==> src/eds_pkg.sv <==
// Package for the error diffusion spreader: constants, codes, weight table.
// Used by eds_front, eds_back, the top and the checker; depends on nothing.
package eds_pkg;

	localparam int MaxWidth = 4096;
	localparam int ColW = $clog2(MaxWidth);
	localparam int AccW = 24;
	localparam int ErrW = 20;
	localparam int NumTaps = 12;
	localparam int TapW = 4;
	localparam int QueueDepth = 2;

	typedef enum logic [1:0] {
		OP_DIFFUSE = 2'd0,
		OP_READ    = 2'd1,
		OP_ADVANCE = 2'd2,
		OP_NOP     = 2'd3
	} op_t;

	localparam logic CFG_MATRIX = 1'b0;
	localparam logic CFG_WIDTH  = 1'b1;

	// Work word handed from front to back.
	typedef struct packed {
		op_t                       op;
		logic signed [ErrW-1:0]    err;
		logic [ColW-1:0]           col;
		logic                      odd;
		logic [2:0]                sel;
		logic [ColW:0]             width;
	} work_t;

	function automatic logic [15:0] weight(input logic [2:0] sel, input logic [TapW-1:0] t);
		logic [15:0] w [8][12];
		w[0] = '{16'd28672,16'd0,16'd0,16'd12288,16'd20480,16'd4096,16'd0,16'd0,16'd0,16'd0,16'd0,16'd0};
		w[1] = '{16'd9557,16'd6827,16'd4096,16'd6827,16'd9557,16'd6827,16'd4096,16'd1365,16'd4096,16'd6827,16'd4096,16'd1365};
		w[2] = '{16'd12483,16'd6242,16'd3121,16'd6242,16'd12483,16'd6242,16'd3121,16'd1560,16'd3121,16'd6242,16'd3121,16'd1560};
		w[3] = '{16'd16384,16'd8192,16'd4096,16'd8192,16'd16384,16'd8192,16'd4096,16'd0,16'd0,16'd0,16'd0,16'd0};
		w[4] = '{16'd10240,16'd6144,16'd4096,16'd8192,16'd10240,16'd8192,16'd4096,16'd0,16'd4096,16'd6144,16'd4096,16'd0};
		w[5] = '{16'd16384,16'd12288,16'd4096,16'd8192,16'd12288,16'd8192,16'd4096,16'd0,16'd0,16'd0,16'd0,16'd0};
		w[6] = '{16'd32768,16'd0,16'd0,16'd16384,16'd16384,16'd0,16'd0,16'd0,16'd0,16'd0,16'd0,16'd0};
		w[7] = '{16'd8192,16'd8192,16'd0,16'd8192,16'd8192,16'd8192,16'd0,16'd0,16'd0,16'd8192,16'd0,16'd0};
		if (t < 4'd12) return w[sel][t];
		return 16'd0;
	endfunction

	function automatic logic [1:0] tap_row(input logic [TapW-1:0] t);
		if (t < 4'd2) return 2'd0;
		if (t < 4'd7) return 2'd1;
		return 2'd2;
	endfunction

	// Signed column offset in scan direction.
	function automatic logic signed [2:0] tap_off(input logic [TapW-1:0] t);
		case (t)
			4'd0, 4'd5, 4'd10: return 3'sd1;
			4'd1, 4'd6, 4'd11: return 3'sd2;
			4'd2, 4'd7:        return -3'sd2;
			4'd3, 4'd8:        return -3'sd1;
			default:           return 3'sd0;
		endcase
	endfunction

endpackage

==> src/eds_front.sv <==
// Front end: configuration registers, input classification, two-word queue.
// Depends on eds_pkg.
module eds_front
	import eds_pkg::*;
(
	input  logic                    clk,
	input  logic                    arst_n,
	input  logic                    cfg_valid,
	output logic                    cfg_ready,
	input  logic                    cfg_index,
	input  logic [12:0]             cfg_data,
	input  logic                    in_valid,
	output logic                    in_stall,
	input  logic [1:0]              opcode,
	input  logic signed [ErrW-1:0]  error_value,
	input  logic [ColW-1:0]         column,
	input  logic                    row_is_odd,
	output logic                    wq_valid,
	output work_t                   wq_word,
	input  logic                    wq_take
);

	logic [3:0]  matrix_q;
	logic [12:0] width_q;
	work_t       queue_q [QueueDepth];
	logic [1:0]  count_q;
	logic        push;
	logic        keep;
	logic        to_head;
	work_t       incoming;

	assign cfg_ready = 1'b1;
	assign in_stall  = (count_q == 2'(QueueDepth));
	assign push      = in_valid && !in_stall;
	// Drop no-ops and out-of-row diffuse words at the door
	assign keep = (opcode != OP_NOP) &&
		!(opcode == OP_DIFFUSE && {1'b0, column} >= incoming.width);
	// New word lands at the head when the queue is empty after this edge
	assign to_head = push && keep && (count_q == 2'd0 || (count_q == 2'd1 && wq_take));

	always_comb begin
		incoming.op    = op_t'(opcode);
		incoming.err   = error_value;
		incoming.col   = column;
		incoming.odd   = row_is_odd;
		incoming.sel   = matrix_q[3] ? 3'd0 : matrix_q[2:0];
		incoming.width = (width_q > 13'(MaxWidth)) ? (ColW+1)'(MaxWidth) : width_q[ColW:0];
	end

	assign wq_valid = (count_q != 2'd0);
	assign wq_word  = queue_q[0];

	// Hold config registers
	always_ff @(posedge clk or negedge arst_n) begin
		if (!arst_n) begin
			matrix_q <= 4'd0;
			width_q  <= 13'(MaxWidth);
		end else if (cfg_valid && cfg_ready) begin
			if (cfg_index == CFG_MATRIX) matrix_q <= cfg_data[3:0];
			else width_q <= cfg_data;
		end
	end

	// Advance the queue
	always_ff @(posedge clk or negedge arst_n) begin
		if (!arst_n) begin
			count_q <= 2'd0;
		end else begin
			count_q <= count_q + 2'(push && keep) - 2'(wq_take);
		end
	end

	always_ff @(posedge clk) begin
		if (to_head) queue_q[0] <= incoming;
		else if (wq_take) queue_q[0] <= queue_q[1];
		if (push && keep && !to_head) queue_q[1] <= incoming;
	end

endmodule

==> config.mk <==
export PLATFORM = sky130hd
export DESIGN_NAME = eds_front
export DESIGN_NICKNAME = d
export VERILOG_FILES = /design/src/eds_pkg.sv /design/src/eds_front.sv
export SDC_FILE = /design/constraint.sdc
export NUM_CORES = 1
export LEC_CHECK = 0
export BUFFER_PORTS_ARGS = -buffer_cell sky130_fd_sc_hd__buf_2
export CAP_MARGIN = 25
export CORE_ASPECT_RATIO = 0.9
export CORE_MARGIN = 4
export CORE_UTILIZATION = 40
export CTS_CLUSTER_DIAMETER = 100
export DETAILED_ROUTE_END_ITERATION = 8
export GPL_TIMING_DRIVEN = 0
export PLACE_DENSITY_LB_ADDON = 0.08
export REMOVE_ABC_BUFFERS = 1
export SLEW_MARGIN = 25
export SYNTH_ARGS = -nofsm -noshare
export SYNTH_HDL_FRONTEND = slang
export SYNTH_SLANG_ARGS = --single-unit
==> constraint.sdc <==
create_clock -name clk -period 5.7 [get_ports clk]
set_clock_uncertainty 0.15 [all_clocks]
set_input_delay 0.285 -clock clk [delete_from_list [all_inputs] [get_ports clk]]
set_output_delay 0.285 -clock clk [all_outputs]
set_load 0.01 [all_outputs]
# After elaboration in Yosys (flattened, before gate mapping)
# Memory sizes are Yosys's and may differ from the RTL's.
# Index checks and enable logic that the tools add are counted.
# classes
n_lt_le_gt_ge	2
shifts	0
n_mux	10
div	0
mul	0
reduce_logical	16
n_eq_ne	3
bitwise_logic	2
add_sub_neg	2
# ops
operator	count
two-way mux 51 bit	1
>= comparator 12 x 13 -> 1 bit	1
greater-than comparator 13 bit (second input constant)	1
two-way mux 13 bit	1
logical AND 1 bit	7
two-way mux 1 bit	7
logical NOT 2 bit	2
AND reduction 2 bit	2
logical NOT 1 bit	3
two-way mux 3 bit	1
adder 2 x 1 -> 2 bit	1
equality test 2 x 1 -> 1 bit (second input constant)	1
equality test 2 bit (second input constant)	1
!= test 2 bit (second input constant)	1
nonzero test 2 bit	1
subtractor 2 x 1 -> 2 bit	1
logical OR 1 bit	1
NOT 1 bit	1
OR 1 bit	1
# totals
ramBits	102
n_memories	1
romBits	0
regBits	19
latch_bits	0
output_inout_bits	54
# memory_table
name	depth	word_bits	read_ports	rd_ports_with_merged_regs	wr	line	text
queue_q	2	51	2	0	2	eds_front.sv:25	work_t queue_q [QueueDepth];

# Logic depth before layout (Yosys ltp)
# Gate-level depths: netlist of the first run.
# logic_depth
word_depth	12
ltp_mapped	12
mapped_depth_nobuf	11

# Worst setup path before layout of the first run
# No wires, ideal clock.
# synth_timing
path_kind	reg2reg
start	register width_q[12]
end	memory queue_q[0][0] in the netlist's numbering (enable)
setup_ps	530
stages_incl_launch_ff	9
t_required_ps	5020
setup_slack_ps	-516
arrival_time_ps	5536
path_cell_list	dfstp_2 -> clkbuf_1 -> nand2b_1 -> ha_1 -> a21oi_1 -> a21oi_1 -> a41oi_1 -> a21oi_1 -> o21ai_0
# synth_lines
item	line	text
start: declaration	eds_front.sv:24	logic [12:0] width_q;
start signal: assignment	eds_front.sv:57	width_q <= 13'(MaxWidth);
start signal: assignment	eds_front.sv:60	else width_q <= cfg_data;
end: declaration	eds_front.sv:25	

==> impl_results.md, run 1 <==
- TritonCTS clock tree: built
- Std cell rows: 39
- Final antenna diode count: 0
- Required @ worst endpoint: 5.70 ns
- Initial drt markers: 131
- Final Hold Fails: 0
- Synth top area share: 0.576
- Post-synth top area cell: edfxtp_1
- Post-route DRC violation count: 0
- Sequential cell area fraction in the yosys report: 0.666
- Initial antenna violation count: 0
- Max frequency: 277 MHz
- Total Power: 2780 uW
- Die span in y: 117 um
- CTS buffer count: 17
- Synth cell count leaders: edfxtp_1, mux2_2, buf_4
- Worst VDD drop: 0.000294 V
- Final-report setup violation count: 0
- Area Growth Syn to Fin: 27.6%
- H-tree Lvls: 4
- Clk Tree Root Cell: clkbuf_16
- Slew Viols, Final: 0
- Syn avg cell area: 16.3 um^2
- Sw Share: 0.260
- Int Pwr: 2060 uW
- Share of layout cells above drive strength 1: 0.458
- Critical Path Sink Type: flop
- Net switching power of the design: 724 uW
- Via Count: 2872
- First-pass GRT wire length: 15.8 mm
- Post-layout min period: 3.62 ns
- Yosys reg bits: 121
- Crit share post-route: 0.634
- Largest net degree at the start of global routing: 21
- CTS Sinks: 121
- Gr usage total: 0.137
- RD Place Congestion: 0.716
- RSZ-0062 raised after global routing: no
- Core region area: 12800 um^2
- Insertion delay to the later sink of the worst-skew pair: 0.40 ns
- Lkg Pwr: 0.00275 uW
- Final core occ: 0.529
- Max Cap Viol: 0
- Setup tns final: 0 ns
- Die area: 15200 um^2
- Number of synthesized flops with an enable pin: 102
- Clock power frac: 0.321
- PortBufs: 106
- Max transition margin: 0.532
- Library cells used by synthesis: 31
- Congestion Overflow GR: 0
- DP Wirelength: 6.72 mm
- Clock Path Buffers: 2
- Ys async rst share: 0.157
- Comb power frac: 0.220
- Max Fanout on Critical Path: 17
- Routed WL per cell: 15.7 um
- Top FF cell, synth: edfxtp_1
- Register share of total power: 0.459
- Synth warnings: 0
- Worst setup SP type: flop
- Post-route ant nets: 0
- Reg clk slew, reported paths: 0.05 ns
- NumNets Final: 518
- IO Pins: 108
- Drt total wl: 9.82 mm
- Kind of critical path: reg -> reg
- Area of the mapped netlist: 5310 um^2
- Worst slew pin tran: 0.701 ns
- Die W: 129 um
- Arrival time worst endpoint: 3.62 ns
- Post-CTS Setup Bufs: 0
- Status: completed
- Dominant cell by count in the synthesized netlist: edfxtp_1
- DR vias/cell: 4.60
- PD cells: 410 nW/um^2
- Hold crit path type: in -> reg
- Vias in the first global route: 3092
- Final hold slack: 0.163 ns
- Initial Utilization: 0.414
- Cell count after synthesis: 326
- Detailed Routing Iterations Pass 1: 4
- Main area contributors after synthesis: edfxtp_1, mux2_2, dfrtp_1
[metal layers]
metal	track usage	vias up	routed length, um
met2	0.205	85	4420
met4	0.0487	0	116
met3	0.0532	9	722
met1	0.180	1385	4560
li1	-	1393	-
met5	0	-	0
[worst max-delay path, stage by stage (launching register included)]
cell       delay (ns)
dfstp_2          0.71
nand2b_1         0.18
ha_1             0.17
o211ai_1         0.12
a2111oi_2        0.47
nor3_1           0.14
a311oi_4         0.66
buf_6            0.25
buf_6            0.16
mux2_2           0.34
[registers in the layout, summed over array words and instances (netlist names)]
register	flops
count_q	2
queue_q	102
matrix_q	4
width_q	13
[final cells by class]
class | count | area [um^2]
inverter | 15 | 56.3
timing repair buffer | 165 | 1210
clock inverter | 11 | 60.1
fill | 1106 | 6050
clock buffer | 19 | 433
sequential | 121 | 3540
tap | 164 | 205
multi-input combinational | 130 | 1280
[cell families after synthesis]
group                    Yosys count  share of synthesized area
XOR/XNOR                           2                    0.00330
multiplexers                      68                      0.144
buffers and inverters             75                     0.0968
adder cells (fa/ha/maj)           14                     0.0330
other                              1                   0.000706
AO/OA/AOI/OAI                     15                     0.0221
flip-flops                       121                      0.666
AND/OR/NAND/NOR                   30                     0.0339
[power groups by stage]
stage / Clock [uW] / Combinational (uW) / Sequential, uW
floorplan: 0 / 279 / 1340
global placement: 0 / 519 / 1320
detailed placement: 0 / 599 / 1300
CTS: 915 / 630 / 1280
global route: 961 / 676 / 1290
finish: 892 / 611 / 1280
[placed cells by master, fill, tap and decap left out, types with 7 or more instances in the layout]
cell,n
clkbuf_16,17
ha_1,14
nor2b_1,7
dfrtp_1,18
edfxtp_1,102
dlygate4sd3_1,49
mux2_2,62
nand2b_1,11
buf_2,106
inv_1,15
[final timing paths]
check | start | to | slack (ns) | cells after the start
max in group asynchronous | arst_n | width_q[12] | 4.83 | 2
setup / recovery | width_q[12] | queue_q[0][25] | 2.08 | 9
setup reg to reg | width_q[12] | queue_q[0][25] | 2.08 | 9
hold / removal | cfg_index | matrix_q[2] | 0.16 | 3
hold reg to reg | matrix_q[2] | matrix_q[2] | 0.35 | 1
min in group asynchronous | arst_n | matrix_q[1] | 0.22 | 2
[through the flow]
| stage | cell area (um^2) | std cells | setup slack (ns) |
|---|---|---|---|
| 2_1_floorplan | 4860 | 266 | -0.352 |
| 3_3_place_gp | 5590 | 536 | -3.40 |
| 3_5_place_dp | 5800 | 546 | 2.01 |
| 4_1_cts | 6780 | 625 | 2.01 |
| 5_1_grt | 6780 | 625 | 1.81 |
| 6_report | 6780 | 625 | 2.08 |
[what timing repair did]
item | in CTS | in global routing
hold endpoints to repair | 70 | 0
hold buffers | 49 | 0
resized for setup | 0 | 0
(Power assumes the default switching activity.)
==> run 2: changes to the inputs <==
ABC_AREA = 1   (was not set)
clock period = 2.92 ns   (was 5.7 ns; I/O delays follow)
==> impl_results.md, run 2 <==
- Non-filler cells, final: 845 (+35%)
- Comb power frac: 0.292 (+0.072)
- First-pass GRT wire length: 24.7 mm (+57%)
- Clock power frac: 0.322 (about the same)
- Die area: 15800 um^2 (+4.3%)
- Via Count: 4186 (+46%)
- Most frequent cells in the layout: buf_2, edfxtp_1, nand2_1
- Worst slew pin tran: 1.09 ns (+0.386 ns)
- Library cells used by synthesis: 28 (-9.7%)
- IO Pins: 108 (unchanged)
- CTS Sinks: 121 (unchanged)
- Post-route ant nets: 0 (unchanged)
- Critical Path Sink Type: flop
- Worst setup SP type: flop
- PD cells: 757 nW/um^2 (+85%)
- Design area: 8330 um^2 (+23%)
- Critical path, cell by cell: nor4_2 -> nand3_2 -> buf_6 -> a21boi_4 -> inv_1 -> ha_4 -> nand4_1 -> nor2_2 -> nand2_2 -> nand3_4 -> nand2_4 -> nand3_4 -> buf_12 -> buf_12 -> nand2_8 -> nand2_2 -> nand2_1
- Initial drt markers: 186 (+42%)
- NumNets Final: 733 (+42%)
- Largest stage delay on the critical path: 0.38 ns (-0.33 ns)
- Syn avg cell area: 11.0 um^2 (-32%)
- Most common cell after layout, fill and taps aside: buf_2
- Max frequency: 310 MHz (+12%)
- Post-layout min period: 3.23 ns (-0.387 ns)
- Worst VDD drop: 0.000499 V (+70%)
- Slew Viols, Final: 0 (unchanged)
- Share of layout cells above drive strength 1: 0.448 (-0.0101)
- Arrival time worst endpoint: 3.25 ns (-0.37 ns)
- Reg2reg path depth: 17 (+8)
- Initial Utilization: 0.413 (-0.00123)
- RD Place Congestion: 0.735 (+2.7%)
- Top FF cell, synth: edfxtp_1
- Placed cell count: 706 (+29%)
- Vias in the first global route: 4323 (+40%)
- Failing checks: setup timing
- WHS Path Cells: 4 (+1)
- Clk Tree Root Cell: clkbuf_16
- Most flops, register: queue_q
- Final Hold Fails: 0 (unchanged)
- Final hold slack: 0.0187 ns (-0.144 ns)
- Insertion delay to the later sink of the worst-skew pair: 0.42 ns (+0.02 ns)
- Core region area: 13500 um^2 (+4.9%)
- Area after DPL: 5850 um^2 (+0.93%)
- Die span in y: 120 um (+2.1%)
- Post-synth top area cell: edfxtp_1
- Routed WL per cell: 19.0 um (+21%)
- Crit share post-route: 1.11 (+0.471)
- Std cell rows: 40 (+2.6%)
- Congestion Overflow GR: 0 (unchanged)
- Required @ worst endpoint: 2.94 ns (-2.76 ns)
- Sequential cell area fraction in the yosys report: 0.637 (-0.0292)
- Final WS setup: -0.309 ns (-2.39 ns)
- Crit-path slowest cell: dfrtp_1
- Gr usage total: 0.208 (+0.0715)
- Ys async rst share: 0.157 (unchanged)
- PortBufs: 106 (unchanged)
- Synth top area share: 0.551 (-0.0253)
- Lkg Pwr: 0.00355 uW (+29%)
- Max Cap Viol: 0 (unchanged)
- Cell count after synthesis: 503 (+54%)
- Area Growth Syn to Fin: 50.0%
- Max reg flops: 102 (unchanged)
- Post-route DRC violation count: 0 (unchanged)
- Largest net degree at the start of global routing: 62 (+200%)
- Sw Share: 0.297 (+0.0362)
- Max transition margin: 0.275 (-0.258)
- Int Pwr: 4440 uW (+120%)
- Drt total wl: 16.1 mm (+63%)
- CTS buffer count: 17 (unchanged)
- DP Wirelength: 7.16 mm (+6.7%)
- Register share of total power: 0.386 (-0.073)
- Dominant cell by count in the synthesized netlist: nand2_1
- Net switching power of the design: 1870 uW (+160%)
- Hold crit path type: in -> reg
- DR vias/cell: 4.95 (+7.8%)
- Die W: 132 um (+2.1%)
- Number of synthesized flops with an enable pin: 102 (unchanged)
- Synth cell count leaders: nand2_1, edfxtp_1, buf_4
- TritonCTS clock tree: built
- Area of the mapped netlist: 5560 um^2 (+4.6%)
- Yosys reg bits: 121 (unchanged)
- Final antenna diode count: 0 (unchanged)
- Detailed Routing Iterations Pass 1: 5 (+1)
- H-tree Lvls: 4 (unchanged)
- Status: finished with violations
- Max Fanout on Critical Path: 8 (-9)
- RSZ-0062 raised after global routing: yes
- Final-report setup violation count: 155 (+155)
- Initial antenna violation count: 0 (unchanged)
- Dpl ws: -1.59 ns (-3.60 ns)
- Kind of critical path: reg -> reg
- Top flop regs: queue_q (102), width_q (13), matrix_q (4)
- Clock Path Buffers: 2 (unchanged)
- Main area contributors after synthesis: edfxtp_1, nand2_1, dfrtp_1
- Reg clk slew, reported paths: 0.05 ns (about the same)
- Synth warnings: 0 (unchanged)
[run 2: repair_timing]
| action | in CTS | in global routing |
|---|---|---|
| pin swaps | 22 | 36 |
| hold endpoints to repair | 106 | 0 |
| gates resized for setup | 122 | 61 |
| cloned | 20 | 4 |
| endpoints found under the setup margin | 155 | 155 |
| buffers inserted | 33 | 11 |
| hold buffers | 49 | 0 |
[run 2: logic make-up (layout without fill, tap and decap cells)]
logic type | count (synthesis) | count (layout) | synth area share
compound gates | 30 | 30 | 0.0297
flops | 121 | 121 | 0.637
buf+inv | 112 | 273 | 0.123
mux | 3 | 3 | 0.00608
xor+xnor | 2 | 2 | 0.00315
fa+ha+maj | 14 | 14 | 0.0315
other cells | 1 | 1 | 0.000675
simple gates | 220 | 233 | 0.169
[run 2: worst max-delay path: cells and delay by family, from the launching register on]
kind | cells | cell delay, ns
compound gates | 1 | 0.15
buf+inv | 4 | 0.60
fa+ha+maj | 1 | 0.28
flops | 1 | 0.38
simple gates | 11 | 1.40
[run 2: cell type report]
type / count / area, um^2
fillers: 1081 / 5130
flip-flops and latches: 121 / 3540
multi-input cells: 283 / 2120
repair buffers: 204 / 1760
clock buffers: 18 / 429
well taps: 168 / 210
inverters: 38 / 145
clock inverters: 13 / 135
[run 2: stage by stage]
| stage | power, uW | util | setup TNS (ns) |
|---|---|---|---|
| after global routing | 6590 | 0.619 | -60.62 |
| after floorplan | 2990 | - | -175.80 |
| after CTS | 6230 | 0.604 | -39.47 |
| after global placement | 3400 | 0.428 | -434.92 |
| final | 6310 | 0.619 | -34.24 |
| after detailed placement | 3460 | 0.435 | -204.83 |
[run 2: final timing paths]
path,start,to,slack (ns)
hold reg to reg,matrix_q[1],matrix_q[1],0.34
min in group asynchronous,arst_n,matrix_q[1],0.05
hold / removal,cfg_valid,matrix_q[2],0.02
setup reg to reg,width_q[9],queue_q[0][34],-0.31
max in group asynchronous,arst_n,width_q[12],2.24
setup / recovery,width_q[9],queue_q[0][34],-0.31
[run 2: routing by layer]
metal | part of all wire | global-route usage | vias up
met5 | 0 | 0 | -
met2 | 0.48 | 0.338 | 133
li1 | - | - | 2000
met3 | 0.060 | 0.0507 | 17
met1 | 0.45 | 0.278 | 2036
met4 | 0.0077 | 0.0649 | 0
[run 2: power by group through the flow]
stage	sequential [uW]	clock (uW)	combinational [uW]
after floorplan	2520	0	467
after global placement	2460	0	935
after detailed placement	2440	0	1020
after CTS	2430	2060	1750
after global routing	2460	2150	1980
final	2430	2030	1840
==> run 3: changes to the inputs <==
ABC_AREA = not set   (was 1)
==> impl_results.md, run 3 (same netlist as run 1, synthesis figures left out) <==
- Status: finished with violations
- Failing checks: setup timing
- CTS buffer count: 17 (unchanged)
- DP Wirelength: 6.72 mm (-6.3%)
- Post-route ant nets: 0 (unchanged)
- NumNets Final: 536 (-27%)
- Final antenna diode count: 0 (unchanged)
- GRT met1 Usage: 0.184 (-0.0945)
- Core region area: 12800 um^2 (-4.7%)
- Initial drt markers: 116 (-38%)
- Max Cap Viol: 0 (unchanged)
- Post-layout min period: 3.04 ns (-0.189 ns)
- Total Power: 5860 uW (-7.1%)
- Clock Path Buffers: 2 (unchanged)
- Routed WL per cell: 16.5 um (-13%)
- WHS Path Cells: 3 (-1)
- Drt total wl: 10.6 mm (-34%)
- Std cell rows: 39 (-2.5%)
- Die span in y: 117 um (-2.1%)
- Post-route DRC violation count: 0 (unchanged)
- Vias in the first global route: 3181 (-26%)
- Max Fanout on Critical Path: 6 (-2)
- Most frequent cells in the layout: buf_2, edfxtp_1, mux2_4, dlygate4sd3_1, clkbuf_16
- Worst slew pin tran: 0.629 ns (-0.459 ns)
- GRT met3 Usage: 0.0532 (+0.00247)
- PortBufs: 106 (unchanged)
- Top flop regs: queue_q (102), width_q (13), matrix_q (4)
- Die W: 129 um (-2.1%)
- Critical Path Sink Type: flop
- Final Hold Fails: 0 (unchanged)
- Slew Viols, Final: 0 (unchanged)
- Kind of critical path: reg -> reg
- Gr usage total: 0.143 (-0.0654)
- Insertion delay to the later sink of the worst-skew pair: 0.41 ns (about the same)
- Largest net degree at the start of global routing: 33 (-47%)
- GRT met2 Usage: 0.222 (-0.115)
- Most common cell after layout, fill and taps aside: buf_2
- Reg clk slew, reported paths: 0.05 ns (about the same)
- TritonCTS clock tree: built
- PD cells: 790 nW/um^2 (+4.4%)
- IO Pins: 108 (unchanged)
- Lkg Pwr: 0.00313 uW (-12%)
- Max transition margin: 0.580 (+0.305)
- Hold crit path type: in -> reg
- Final hold slack: 0.0227 ns (+0.00402 ns)
- DR vias/cell: 4.67 (-5.6%)
- CTS Sinks: 121 (unchanged)
- Reg2reg path depth: 10 (-7)
- GR peak layer: met2
- RD Place Congestion: 0.716 (-2.6%)
- Arrival time worst endpoint: 3.04 ns (-0.21 ns)
- Setup tns final: -4.93 ns (+29.30 ns)
- Final WS setup: -0.120 ns (+0.189 ns)
- Required @ worst endpoint: 2.92 ns (-0.02 ns)
- Clk Tree Root Cell: clkbuf_16
- Max frequency: 329 MHz (+6.2%)
- Crit share post-route: 1.04 (-0.0647)
- First-pass GRT wire length: 16.4 mm (-34%)
- Worst VDD drop: 0.000579 V (+16%)
- Final-report setup violation count: 63 (-59%)
- Die area: 15200 um^2 (-4.1%)
- Via Count: 3006 (-28%)
- RSZ-0062 raised after global routing: yes
- Area Growth Syn to Fin: 39.5%
- Share of layout cells above drive strength 1: 0.524 (+0.0764)
- Detailed Routing Iterations Pass 1: 4 (-1)
- Most flops, register: queue_q
- Max reg flops: 102 (unchanged)
- Congestion Overflow GR: 0 (unchanged)
- H-tree Lvls: 4 (unchanged)
- Worst setup SP type: flop
- Initial antenna violation count: 0 (unchanged)
- Initial Utilization: 0.414 (+0.00123)
[run 3: cell types whose count changed in the layout (fill, tap and decap cells not counted), sizes merged, moves of 11 or more]
| cell | change |
|---|---|
| buf | -24 |
| inv | -23 |
| nand3 | -61 |
| mux2 | +65 |
| nand2b | +11 |
| nor2 | -15 |
| nand2 | -143 |
[run 3: worst paths after layout]
path | slack [ns] | start | endpoint
max | -0.12 | width_q[12] | queue_q[0][9]
min | 0.02 | cfg_index | matrix_q[2]
max reg2reg | -0.12 | width_q[12] | queue_q[0][9]
min reg2reg | 0.35 | matrix_q[2] | matrix_q[2]
max in group asynchronous | 2.19 | arst_n | width_q[12]
min in group asynchronous | 0.08 | arst_n | matrix_q[0]
[run 3: what timing repair did]
action / in CTS / in global routing
resized for setup: 68 / 21
gates cloned: 1 / 4
pin swaps: 11 / 8
setup endpoints to repair: 155 / 138
hold endpoints to repair: 106 / 0
hold buffers: 49 / 0
setup buffers: 11 / 3
[run 3: report_power, final]
part | internal, uW | total (uW) | switching, uW
logic | 894 | 1610 | 720
registers | 2380 | 2500 | 124
clock network | 1050 | 1740 | 689
[run 3: through the flow]
step	util	instance area (um^2)	worst slack [ns]	instances
after floorplan	-	4860	-3.13	266
after CTS	0.559	7180	-0.107	636
after global routing	0.578	7410	-0.230	643
final	0.578	7410	-0.120	643
after detailed placement	0.452	5800	-0.770	546
after global placement	0.436	5590	-6.18	536
[run 3: metal layers]
metal / routed length (um) / part of all wire
met3: 706 / 0.067
met5: 0 / 0
met1: 4910 / 0.46
met2: 4900 / 0.46
met4: 99 / 0.0093
[run 3: area by class of cell]
| class | count | area (um^2) |
|---|---|---|
| Clock buffer | 19 | 433 |
| Fill cell | 1042 | 5420 |
| Tap cell | 164 | 205 |
| Sequential cell | 121 | 3540 |
| Clock inverter | 11 | 60.1 |
| Inverter | 15 | 56.3 |
| Timing Repair Buffer | 183 | 1500 |
| Multi-Input combinational cell | 130 | 1620 |
[run 3: worst max-delay path, stage by stage (launching register included)]
cell       delay, ns
dfstp_4         0.49
buf_6           0.14
nand2b_4        0.14
ha_4            0.27
o211ai_1        0.13
a2111oi_4       0.44
nor3_2          0.09
a311oi_4        0.27
buf_6           0.21
buf_8           0.15
mux2_4          0.31
